<file path="src/rtl/core/sme_pkg.sv">
// ----------------------------------------------------------------------------
// Stack machine executor package
// Shared constants, opcodes, status codes and word types of the executor.
// ----------------------------------------------------------------------------
package sme_pkg;

	localparam int unsigned DEF_WORD_BITS      = 32;
	localparam int unsigned DEF_STACK_DEPTH    = 256;
	localparam int unsigned DEF_MAX_PRINT_ARGS = 64;

	localparam logic [7:0] OP_PUSH   = 8'd0;
	localparam logic [7:0] OP_ADD    = 8'd1;
	localparam logic [7:0] OP_SUB    = 8'd2;
	localparam logic [7:0] OP_MUL    = 8'd3;
	localparam logic [7:0] OP_DIV    = 8'd4;
	localparam logic [7:0] OP_SHL    = 8'd5;
	localparam logic [7:0] OP_SHR    = 8'd6;
	localparam logic [7:0] OP_EMIT   = 8'd7;
	localparam logic [7:0] OP_EXIT   = 8'd8;

	localparam logic [2:0] ST_VALUE    = 3'd0;
	localparam logic [2:0] ST_EMPTY    = 3'd1;
	localparam logic [2:0] ST_RETURNED = 3'd2;
	localparam logic [2:0] ST_BADOP    = 3'd3;
	localparam logic [2:0] ST_UNDER    = 3'd4;
	localparam logic [2:0] ST_OVER     = 3'd5;
	localparam logic [2:0] ST_COUNT    = 3'd6;
	localparam logic [2:0] ST_DIVZERO  = 3'd7;

	typedef struct packed {
		logic [7:0]  mode;
		logic [31:0] immediate;
		logic [7:0]  arg_count;
	} instr_t;

	typedef struct packed {
		logic [31:0] value;
		logic [2:0]  status;
		logic        last;
	} result_t;

	typedef enum logic [2:0] {
		ALU_ADD,
		ALU_SUB,
		ALU_MUL,
		ALU_DIV,
		ALU_SHL,
		ALU_SHR
	} alu_op_t;

	typedef struct packed {
		logic    start;
		alu_op_t op;
	} alu_ctrl_t;

endpackage

</file>
<file path="src/rtl/core/sme_alu.sv">
// ----------------------------------------------------------------------------
// Stack machine executor arithmetic unit
// Shared unit: registered add, subtract and shifts, bit-serial multiply and
// restoring divide that take one step per cycle.
// ----------------------------------------------------------------------------
module sme_alu #(
	parameter int unsigned WORD_BITS = sme_pkg::DEF_WORD_BITS
) (
	input  logic                  clk,
	input  logic                  arst_n,
	input  sme_pkg::alu_ctrl_t    ctrl,
	input  logic [WORD_BITS-1:0]  lhs,
	input  logic [WORD_BITS-1:0]  rhs,
	output logic                  done,
	output logic [WORD_BITS-1:0]  result
);

	localparam int unsigned CNT_W = $clog2(WORD_BITS + 1);
	localparam int unsigned SH_W  = $clog2(WORD_BITS);

	logic                 busy_q;
	logic                 done_q;
	sme_pkg::alu_op_t     op_q;
	logic [CNT_W-1:0]     cnt_q;
	logic [WORD_BITS-1:0] acc_q;
	logic [WORD_BITS-1:0] a_q;
	logic [WORD_BITS-1:0] b_q;
	logic [WORD_BITS:0]   trial;
	logic [WORD_BITS:0]   diff;
	logic                 fits;
	logic                 shift_over;
	logic [WORD_BITS-1:0] quick;

	always_comb begin
		trial      = {acc_q, a_q[WORD_BITS-1]};
		diff       = trial - {1'b0, b_q};
		fits       = trial >= {1'b0, b_q};
		shift_over = rhs >= WORD_BITS'(WORD_BITS);
		unique case (ctrl.op)
			sme_pkg::ALU_ADD: quick = lhs + rhs;
			sme_pkg::ALU_SUB: quick = lhs - rhs;
			sme_pkg::ALU_SHL: quick = shift_over ? '0 : (lhs << rhs[SH_W-1:0]);
			sme_pkg::ALU_SHR: quick = shift_over ? '0 : (lhs >> rhs[SH_W-1:0]);
			default:          quick = '0;
		endcase
	end

	always_ff @(posedge clk or negedge arst_n) begin
		if (!arst_n) begin
			busy_q <= 1'b0;
			done_q <= 1'b0;
			cnt_q  <= '0;
			op_q   <= sme_pkg::ALU_ADD;
		end else begin
			done_q <= 1'b0;
			if (ctrl.start) begin
				op_q <= ctrl.op;
				if (ctrl.op == sme_pkg::ALU_MUL || ctrl.op == sme_pkg::ALU_DIV) begin
					busy_q <= 1'b1;
					cnt_q  <= CNT_W'(WORD_BITS);
				end else begin
					done_q <= 1'b1;
				end
			end else if (busy_q) begin
				cnt_q <= cnt_q - 1'b1;
				if (cnt_q == CNT_W'(1)) begin
					busy_q <= 1'b0;
					done_q <= 1'b1;
				end
			end
		end
	end

	always_ff @(posedge clk) begin
		if (ctrl.start) begin
			a_q <= lhs;
			b_q <= rhs;
			if (ctrl.op == sme_pkg::ALU_MUL || ctrl.op == sme_pkg::ALU_DIV) begin
				acc_q <= '0;
			end else begin
				acc_q <= quick;
			end
		end else if (busy_q) begin
			case (op_q)
				sme_pkg::ALU_MUL: begin
					if (b_q[0]) begin
						acc_q <= acc_q + a_q;
					end
					a_q <= a_q << 1;
					b_q <= b_q >> 1;
				end
				sme_pkg::ALU_DIV: begin
					if (fits) begin
						acc_q <= diff[WORD_BITS-1:0];
					end else begin
						acc_q <= trial[WORD_BITS-1:0];
					end
					a_q <= {a_q[WORD_BITS-2:0], fits};
				end
				default: begin
				end
			endcase
		end
	end

	assign done   = done_q;
	assign result = (op_q == sme_pkg::ALU_DIV) ? a_q : acc_q;

endmodule

</file>
<file path="config.mk">
export PLATFORM = sky130hd
export DESIGN_NAME = sme_alu
export DESIGN_NICKNAME = d
export VERILOG_FILES = /design/src/rtl/core/sme_pkg.sv /design/src/rtl/core/sme_alu.sv
export SDC_FILE = /design/constraint.sdc
export NUM_CORES = 1
export LEC_CHECK = 0
export BUFFER_PORTS_ARGS = -buffer_cell sky130_fd_sc_hd__clkbuf_2
export CORE_MARGIN = 2
export CORE_UTILIZATION = 35
export DETAILED_ROUTE_END_ITERATION = 8
export PLACE_DENSITY = 0.49
export SYNTH_ARGS = -nofsm -noshare
export SYNTH_HDL_FRONTEND = slang
export SYNTH_SLANG_ARGS = --single-unit
</file>
<file path="constraint.sdc">
create_clock -name clk -period 7.2 [get_ports clk]
set_input_delay 0.36 -clock clk [delete_from_list [all_inputs] [get_ports clk]]
set_output_delay 0.36 -clock clk [all_outputs]
set_load 0.02 [all_outputs]
</file>
==> PnR_summary.wiki, run 1 <==
{| class="wikitable"
! Metric !! Value
|-
| Status || completed
|-
| Synth area leaders || sky130_fd_sc_hd__edfxtp_1 (20%), sky130_fd_sc_hd__ha_1 (8.4%), sky130_fd_sc_hd__nand2_1 (6.4%), sky130_fd_sc_hd__o21ai_0 (5.8%), sky130_fd_sc_hd__mux2i_1 (5.8%)
|-
| Final standard cell count with taps included and fillers excluded || 2384
|-
| Area occupied by multi-input gates || around 11000 um2
|-
| Flop pwr share || 0.228
|-
| Critical path class || in2reg
|-
| Routability Congestion || 0.937
|-
| Sequential area share after synthesis || 0.216
|-
| Slew at the pin with the worst max-slew slack || 1.02 ns
|-
| Cell internal power dissipation || 2.27 mW
|-
| Initial antenna violation count || 2
|-
| Async S/R FF share, synth || 0.103
|-
| Vias in the first global route || 13556
|-
| Number of buffers on the longest clock path || 2
|-
| Standard cell area after detailed placement || roughly 16000 um2
|-
| Setup_tns || 0 ns
|-
| Vertical die dimension || 208 um
|-
| Number of synthesized register bits || 107
|-
| Final setup violation count || 0
|-
| Final-stage net count || 2018
|-
| Maximum vdd drop || approximately 0.12 mV
|-
| Number of levels the H-tree was split into || 3
|-
| Net Sw Power || around 2.2 mW
|-
| Filler Cells Inserted || 4289
|-
| Number of flops mapped to enable cells by yosys || 96
|-
| Initial core utilization || 0.356
|-
| TritonCTS clock tree || yes
|-
| Number of library cell types mapped by synthesis || 84
|-
| Instance count of the mapped netlist || 1814
|-
| Post-route clock period utilization || 0.626
|-
| Reg-to-reg setup timing slack || between 2 and 3 ns
|-
| Avg WL per Cell || 24.9 um
|-
| Headroom to the max-slew limit || 0.319
|-
| Synth Flop Type || sky130_fd_sc_hd__edfxtp_1
|-
| Maximum clock rate || 0.222 GHz
|-
| Leakage power || 6.53 nW
|-
| Post-synth design cell area || 14600 um2
|-
| Final std cell area, no fill || 15800 um2
|-
| Std-Cell Rows || 74
|-
| Number of max-cap violations || 0
|-
| Crit path required time || 7.33 ns
|-
| Clk slew on worst S/H paths || 0.08 ns
|-
| Count of final hold-check violations || 0
|-
| Core outline area || 41000 um2
|-
| Critical Path Source Type || input pin
|-
| Final critical path time including I/O delays and setup || 4.51 ns
|-
| Signal arrival time at the worst endpoint || 4.64 ns
|-
| Worst min-delay path class || in2reg
|-
| Sinks on Clock Net || 107
|-
| Clock network power share || 0.112
|-
| Most frequently used cell type in the post-synthesis netlist || sky130_fd_sc_hd__nand2_1
|-
| Final worst hold slack || 0.344 ns
|-
| Fraction of post-synthesis cell area in the top cell type by area || 0.197
|-
| Final Core Density || 0.385
|-
| Clock Tree Root || sky130_fd_sc_hd__clkbuf_16
|-
| Share of post-route cells with drive strength above 1 || 0.141
|-
| Port buffer count || 102
|-
| Critical Path End Type || flop
|-
| Mean instance size in the synthesized netlist || 8.05 um2
|-
| Remaining global-route overflow || 0
|-
| Net Sw Frac || 0.497
|-
| Via count || between 10000 and 15000
|-
| DP HPWL || 47100 um
|-
| Dominant cell type by area after synthesis || sky130_fd_sc_hd__edfxtp_1
|-
| Power density cells || 286 nW/um2
|-
| Syn nets || 1985
|-
| Maximum fanout encountered on the critical timing path || 27
|-
| Area of all sequential standard cells || roughly 3200 um2
|-
| Number of slew-limit violations in the final report || 0
|-
| Starting DRC count in detailed routing || 1452
|-
| Die outline area || 43400 um2
|-
| Setup repair after global routing missed its margin || false
|-
| Area added between synthesis and finish || 8.18%
|-
| Cell total after placement || about 2400
|-
| Most frequent cells after synthesis || sky130_fd_sc_hd__nand2_1 (250), sky130_fd_sc_hd__o21ai_0 (169), sky130_fd_sc_hd__a21oi_1 (149)
|-
| Antenna diode instance count || 0
|-
| Post-detailed-route DRC marker count || 0
|-
| Routed via count divided by cell count || 6.03
|-
| Pin count of the biggest net entering global routing || 74
|-
| Yosys warning count || 0
|-
| Skew-Pair Late Insertion Delay || 0.39 ns
|-
| Boundary Pins || roughly 100
|-
| Worst setup skew after layout || 0.0105 ns
|-
| Final routed wirelength across all metal layers || approximately 59000 um
|-
| All-layer global routing usage || 0.270
|-
| Number of buffers created by CTS || 9
|-
| Share of total power in combinational logic || 0.660
|-
| Wire length of the first global-routing pass || roughly 90000 um
|-
| Antenna viol nets, final || 0
|-
| Width of the die || 208 um
|-
| Length of the first detailed-routing pass in iterations || 7
|-
| Quantity of gates resized following cts || 0
|}
-- timing repair --
action / 4_1_cts / 5_1_grt
buffers inserted: 0 / 0
endpoints found under the hold margin: 11 / 0
hold buffers: 1 / 0
-- sequential cells by signal, summed over array words and instances, names as in the netlist --
name / flops
done: 1
a_q: 32
op_q: 3
b_q: 32
acc_q: 32
cnt_q: 6
busy_q: 1
-- critical path: stages --
cell and delay [ns]:
sky130_fd_sc_hd__clkbuf_2 0.39, sky130_fd_sc_hd__nor2_1 0.44, sky130_fd_sc_hd__and2_1 0.60, sky130_fd_sc_hd__nor2_1 0.13, sky130_fd_sc_hd__xnor2_1 0.16, sky130_fd_sc_hd__ha_1 0.37, sky130_fd_sc_hd__o21ai_0 0.13, sky130_fd_sc_hd__a211oi_1 0.21
sky130_fd_sc_hd__nand3b_1 0.23, sky130_fd_sc_hd__a2111oi_2 0.13, sky130_fd_sc_hd__o41ai_1 0.68, sky130_fd_sc_hd__a221oi_2 0.12, sky130_fd_sc_hd__xnor2_1 0.16, sky130_fd_sc_hd__a221oi_1 0.43, sky130_fd_sc_hd__a211oi_2 0.08
-- layout by cell type, fill, tap and decap left out, types with 5 or more instances in the layout --
| cell type | count |
|---|---|
| sky130_fd_sc_hd__nor4_1 | 9 |
| sky130_fd_sc_hd__edfxtp_1 | 96 |
| sky130_fd_sc_hd__xor2_1 | 46 |
| sky130_fd_sc_hd__nand2b_1 | 29 |
| sky130_fd_sc_hd__nand3_1 | 19 |
| sky130_fd_sc_hd__inv_1 | 70 |
| sky130_fd_sc_hd__o31ai_1 | 12 |
| sky130_fd_sc_hd__nor3b_1 | 5 |
| sky130_fd_sc_hd__nand4_1 | 19 |
| sky130_fd_sc_hd__a221oi_1 | 24 |
| sky130_fd_sc_hd__mux4_2 | 27 |
| sky130_fd_sc_hd__nor2b_1 | 8 |
| sky130_fd_sc_hd__o21bai_1 | 11 |
| sky130_fd_sc_hd__mux2_2 | 62 |
| sky130_fd_sc_hd__dfrtp_1 | 11 |
| sky130_fd_sc_hd__nor2_1 | 146 |
| sky130_fd_sc_hd__and2_1 | 8 |
| sky130_fd_sc_hd__or2_2 | 7 |
| sky130_fd_sc_hd__o221ai_1 | 9 |
| sky130_fd_sc_hd__a211oi_1 | 24 |
| sky130_fd_sc_hd__clkbuf_16 | 9 |
| sky130_fd_sc_hd__o22ai_1 | 12 |
| sky130_fd_sc_hd__o21a_1 | 11 |
| sky130_fd_sc_hd__mux2i_1 | 84 |
| sky130_fd_sc_hd__a221o_1 | 10 |
| sky130_fd_sc_hd__buf_4 | 20 |
| sky130_fd_sc_hd__a21o_1 | 54 |
| sky130_fd_sc_hd__o21ai_0 | 167 |
| sky130_fd_sc_hd__xnor2_1 | 64 |
| sky130_fd_sc_hd__o211ai_1 | 28 |
| sky130_fd_sc_hd__or3_1 | 5 |
| sky130_fd_sc_hd__clkbuf_2 | 100 |
| sky130_fd_sc_hd__a31oi_1 | 11 |
| sky130_fd_sc_hd__nand2_1 | 250 |
| sky130_fd_sc_hd__a21oi_1 | 149 |
| sky130_fd_sc_hd__nor3_1 | 19 |
| sky130_fd_sc_hd__and3_1 | 16 |
| sky130_fd_sc_hd__ha_1 | 98 |
| sky130_fd_sc_hd__nand3b_1 | 6 |
-- cell type report --
| cell class | count | area share |
|---|---|---|
| Inverter | 74 | 0.0176 |
| Multi-Input combinational cell | 1534 | 0.681 |
| Timing Repair Buffer | 121 | 0.0418 |
| Clock inverter | 7 | 0.00285 |
| Sequential cell | 107 | 0.200 |
| Tap cell | 532 | 0.0422 |
| Clock buffer | 9 | 0.0143 |
-- per-layer routing --
metal,global-route usage,wire length (um),up-vias
li1,-,-,6816
met1,0.383,27700,7023
met2,0.437,27300,457
met3,0.0346,3130,69
met4,0.0608,1220,0
met5,0,0,-
-- path summary, 6_finish.rpt --
check	start	to	cells past startpoint
worst max register to register	acc_q[1]	acc_q[10]	10
worst min-delay path	rhs[30]	b_q[30]	3
worst min register to register	op_q[1]	op_q[1]	1
worst max-delay path	ctrl[2]	acc_q[23]	15
max in group asynchronous	arst_n	op_q[2]	2
min in group asynchronous	arst_n	cnt_q[0]	2
-- power groups by stage --
stage          clock network [mW]  registers (mW)  logic [mW]
2_1_floorplan                   0           0.972        2.20
3_3_place_gp                    0            1.04        2.91
3_5_place_dp                    0            1.04        2.92
4_1_cts                     0.517            1.03        2.94
5_1_grt                     0.534            1.05        3.26
6_report                    0.505            1.03        2.98
-- through the flow --
stage | power, mW | worst slack, ns
2_1_floorplan | 3.17 | 2.98
3_3_place_gp | 3.96 | 2.48
3_5_place_dp | 3.96 | 2.32
4_1_cts | 4.49 | 2.71
5_1_grt | 4.85 | 2.39
6_report | 4.51 | 2.69
-- logic make-up (layout without fill, tap and decap cells) --
family | after synthesis | in the layout | synth area share
and+or+nand+nor | 563 | 563 | 0.173
xor gates and xnor gates | 110 | 110 | 0.0660
DFF | 107 | 107 | 0.216
muxes | 173 | 173 | 0.147
buffers and inverters | 173 | 211 | 0.0489
AOI/OAI and AO/OA | 587 | 587 | 0.260
adders and majority gates | 101 | 101 | 0.0881
Note: power is estimated with default switching activity, not from simulation.
==> run 2, diff against run 1 <==
- PLACE_DENSITY: 0.49 -> 0.51
- clock period: 7.2 -> 3.8 ns (I/O delays scaled with it)
==> run 2 against run 1 <==
Effect of this change:
- wire length increased by 0.56%
- setup slack got worse by 2.6 ns
- utilization increased by 2.5 points
- design area increased by 6.5%
- register-to-register slack got worse by 2.6 ns
- count of clock-buffer cells in the layout unchanged
- total power increased by 99%
- via count increased by 3.4%
- critical path type is now reg2reg
- critical endpoint is now acc_q[26]
- highest routed layer unchanged
==> PnR_summary.wiki, run 2 (synthesized netlist as in run 1, its figures left out) <==
{| class="wikitable"
! Metric !! Value
|-
| Starting DRC count in detailed routing || 1551 (was 1452)
|-
| Total power after layout || 8.96 mW (was 4.51 mW)
|-
| Final critical path time including I/O delays and setup || 3.67 ns
|-
| Worst min-delay path class || in2reg (unchanged)
|-
| Sinks on Clock Net || 107 (unchanged)
|-
| Std-Cell Rows || 74 (unchanged)
|-
| Delay of the slowest cell on the worst path || 0.47 ns (was 0.68 ns)
|-
| Count of final hold-check violations || 0 (unchanged)
|-
| Wire length of the first global-routing pass || 89700 um (was 88200 um)
|-
| Final setup violation count || 0 (unchanged)
|-
| Number of levels the H-tree was split into || 3 (unchanged)
|-
| Initial antenna violation count || 1 (was 2)
|-
| Remaining global-route overflow || 0 (unchanged)
|-
| Slew at the pin with the worst max-slew slack || 0.801 ns (was 1.02 ns)
|-
| Pre-CTS setup slack || -0.110 ns (was 2.32 ns)
|-
| Routability Congestion || 0.987 (was 0.937)
|-
| Power density cells || 533 nW/um2 (was 286 nW/um2)
|-
| Headroom to the max-slew limit || 0.464 (was 0.319)
|-
| Vias in the first global route || 14341 (was 13556)
|-
| Pin count of the biggest net entering global routing || 72 (was 74)
|-
| Launch instance of the worst register-to-register path || a_q[31] (was acc_q[1])
|-
| Boundary Pins || 103 (unchanged)
|-
| Worst hold stages || 2 (was 3)
|-
| Area added between synthesis and finish || 15.3% (was 8.18%)
|-
| Number of buffers created by CTS || 9 (unchanged)
|-
| End point of the most critical hold path || op_q[0] (was b_q[30])
|-
| Maximum clock rate || ~0.27 GHz
|-
| All-layer global routing usage || 0.273 (was 0.270)
|-
| Reg-to-reg setup timing slack || 0.13 ns (was 2.75 ns)
|-
| Flop pwr share || 0.218 (was 0.228)
|-
| Cell internal power dissipation || 4.64 mW (was 2.27 mW)
|-
| Net Sw Power || 4.32 mW (was 2.24 mW)
|-
| Clock Tree Root || sky130_fd_sc_hd__clkbuf_16 (unchanged)
|-
| Critical path class || reg2reg (was in2reg)
|-
| Avg WL per Cell || 23.8 um (was 24.9 um)
|-
| Most frequent standard cell in the layout excluding fill and tap cells || sky130_fd_sc_hd__nand2_1 (unchanged)
|-
| Port buffer count || 102 (unchanged)
|-
| Final std cell area, no fill || 16800 um2 (was 15800 um2)
|-
| Standard cell area after detailed placement || 16500 um2 (was 15500 um2)
|-
| PnR worst setup slack || 0.132 ns (was 2.69 ns)
|-
| Length of the first detailed-routing pass in iterations || 5 (was 7)
|-
| Number of buffers on the longest clock path || 2 (unchanged)
|-
| Setup repair after global routing missed its margin || false (unchanged)
|-
| Clk slew on worst S/H paths || 0.08 ns (about the same)
|-
| Vertical die dimension || 208 um (unchanged)
|-
| Largest regs || a_q: 32 flops, acc_q: 32 flops, b_q: 32 flops (unchanged)
|-
| Number of max-cap violations || 0 (unchanged)
|-
| Status || completed (unchanged)
|-
| Signal arrival time at the worst endpoint || 3.81 ns (was 4.64 ns)
|-
| CP cell instances || inv_1 -> ha_1 -> fa_1 -> nor2b_1 -> o31a_1 -> o211ai_2 -> a2111oi_2 -> buf_4 -> nand3b_1 -> a21oi_1 -> xnor2_1 -> mux2_2 -> a2111o_1 (was clkbuf_2 -> nor2_1 -> and2_1 -> nor2_1 -> xnor2_1 -> ha_1 -> o21ai_0 -> a211oi_1 -> nand3b_1 -> a2111oi_2 -> o41ai_1 -> a221oi_2 -> xnor2_1 -> a221oi_1 -> a211oi_2)
|-
| Post-route clock period utilization || 0.965
|-
| Leakage power || 7.18 nW (was 6.53 nW)
|-
| Net Sw Frac || 0.483 (was 0.497)
|-
| Worst path slowest cell || sky130_fd_sc_hd__edfxtp_1 (was sky130_fd_sc_hd__o41ai_1)
|-
| Highest-count cells in the layout ignoring fill and taps || sky130_fd_sc_hd__nand2_1 (250), sky130_fd_sc_hd__o21ai_0 (167), sky130_fd_sc_hd__a21oi_1 (149) (unchanged)
|-
| Crit path required time || 3.94 ns (was 7.33 ns)
|-
| Post-detailed-route DRC marker count || 0 (unchanged)
|-
| Critical Path Source Type || flop (was input pin)
|-
| Final-stage net count || 2146 (was 2018)
|-
| R2r worst-path depth || 13 (was 10)
|-
| Die outline area || 43400 um2 (unchanged)
|-
| Critical register-to-register path endpoint || acc_q[26] (was acc_q[10])
|-
| Min-delay src || ctrl[0] (was rhs[30])
|-
| Number of slew-limit violations in the final report || 0 (unchanged)
|-
| Antenna viol nets, final || 0 (unchanged)
|-
| Core outline area || 41000 um2 (unchanged)
|-
| Share of post-route cells with drive strength above 1 || 0.197 (was 0.141)
|-
| Width of the die || 208 um (unchanged)
|-
| Critical Path End Type || flop (unchanged)
|-
| Via count || 14852 (was 14365)
|-
| Skew-Pair Late Insertion Delay || 0.40 ns (was 0.39 ns)
|-
| TritonCTS clock tree || yes (unchanged)
|-
| Clock network power share || 0.109 (was 0.112)
|-
| DP HPWL || 48900 um (was 47100 um)
|-
| Final routed wirelength across all metal layers || 59700 um (was 59400 um)
|-
| Initial core utilization || 0.356 (unchanged)
|-
| Maximum fanout encountered on the critical timing path || 3 (was 27)
|-
| Worst setup skew after layout || 0.0168 ns (was 0.0105 ns)
|-
| Maximum vdd drop || 0.257 mV (was 0.125 mV)
|-
| Routed via count divided by cell count || 5.91 (was 6.03)
|-
| Share of total power in combinational logic || 0.673 (was 0.660)
|}
run 2: changes by cell type in the layout (fill, tap and decap cells not counted), sizes merged:
cell and change:
buf +128, clkinv -3, inv +3, diode +1
run 2: worst max path at each step:
stage                     cells after the start         to      from  slack (ns)
after floorplan                              18  acc_q[23]    rhs[0]        0.06
after global placement                       16  acc_q[21]    rhs[9]       -0.08
after detailed placement                     16  acc_q[23]    rhs[9]       -0.11
after CTS                                    13  acc_q[26]   a_q[31]        0.09
after global routing                         14   acc_q[1]  acc_q[2]       0.003
final                                        13  acc_q[26]   a_q[31]        0.13
run 2: critical path: cells and delay by family (launching register included):
kind | cells | cell delay (ns)
adders and majority gates | 2 | 0.64
AOI/OAI and AO/OA | 5 | 1.35
buffers and inverters | 2 | 0.26
and+or+nand+nor | 2 | 0.27
xor gates and xnor gates | 1 | 0.14
muxes | 1 | 0.28
DFF | 1 | 0.47
run 2: timing repair:
action                                  CTS  global route
endpoints found under the setup margin    0             4
hold endpoints to repair                 11             0
resized for setup                         0             3
hold buffers                              1             0
setup buffers                             0             0
run 2: through the flow:
step                 util  std cells  hold WS [ns]  TNS, ns
floorplan               -       1814        -0.106        0
global placement    0.403       2495        0.0824   -0.173
detailed placement  0.403       2495        0.0904   -0.282
CTS                 0.410       2512         0.143        0
global route        0.410       2512         0.157        0
finish              0.410       2513         0.151        0
run 2: per-layer routing:
| metal | global-route usage | share of wire | vias to the layer above | wire length [um] |
|---|---|---|---|---|
| met1 | 0.381 | 0.46 | 7183 | 27600 |
| met5 | 0 | 0 | - | 0 |
| met3 | 0.0325 | 0.053 | 73 | 3150 |
| met4 | 0.0662 | 0.022 | 0 | 1290 |
| li1 | - | - | 7073 | - |
| met2 | 0.450 | 0.46 | 523 | 27700 |
run 2: cell type report:
type	instances	area, um2
sequential	107	3160
antenna	1	2.50
clock inverter	7	58.8
tap	532	666
inverter	74	278
clock buffer	9	225
timing repair buffer	249	1670
fill	4248	24200
multi-input combinational	1534	10800
run 2: power by group through the flow:
stage	clock (mW)	combinational [mW]	sequential (mW)
global route	1.03	6.61	1.98
global placement	0	5.94	1.97
detailed placement	0	5.92	1.97
finish	0.978	6.03	1.95
CTS	0.994	5.96	1.94
floorplan	0	4.17	1.84
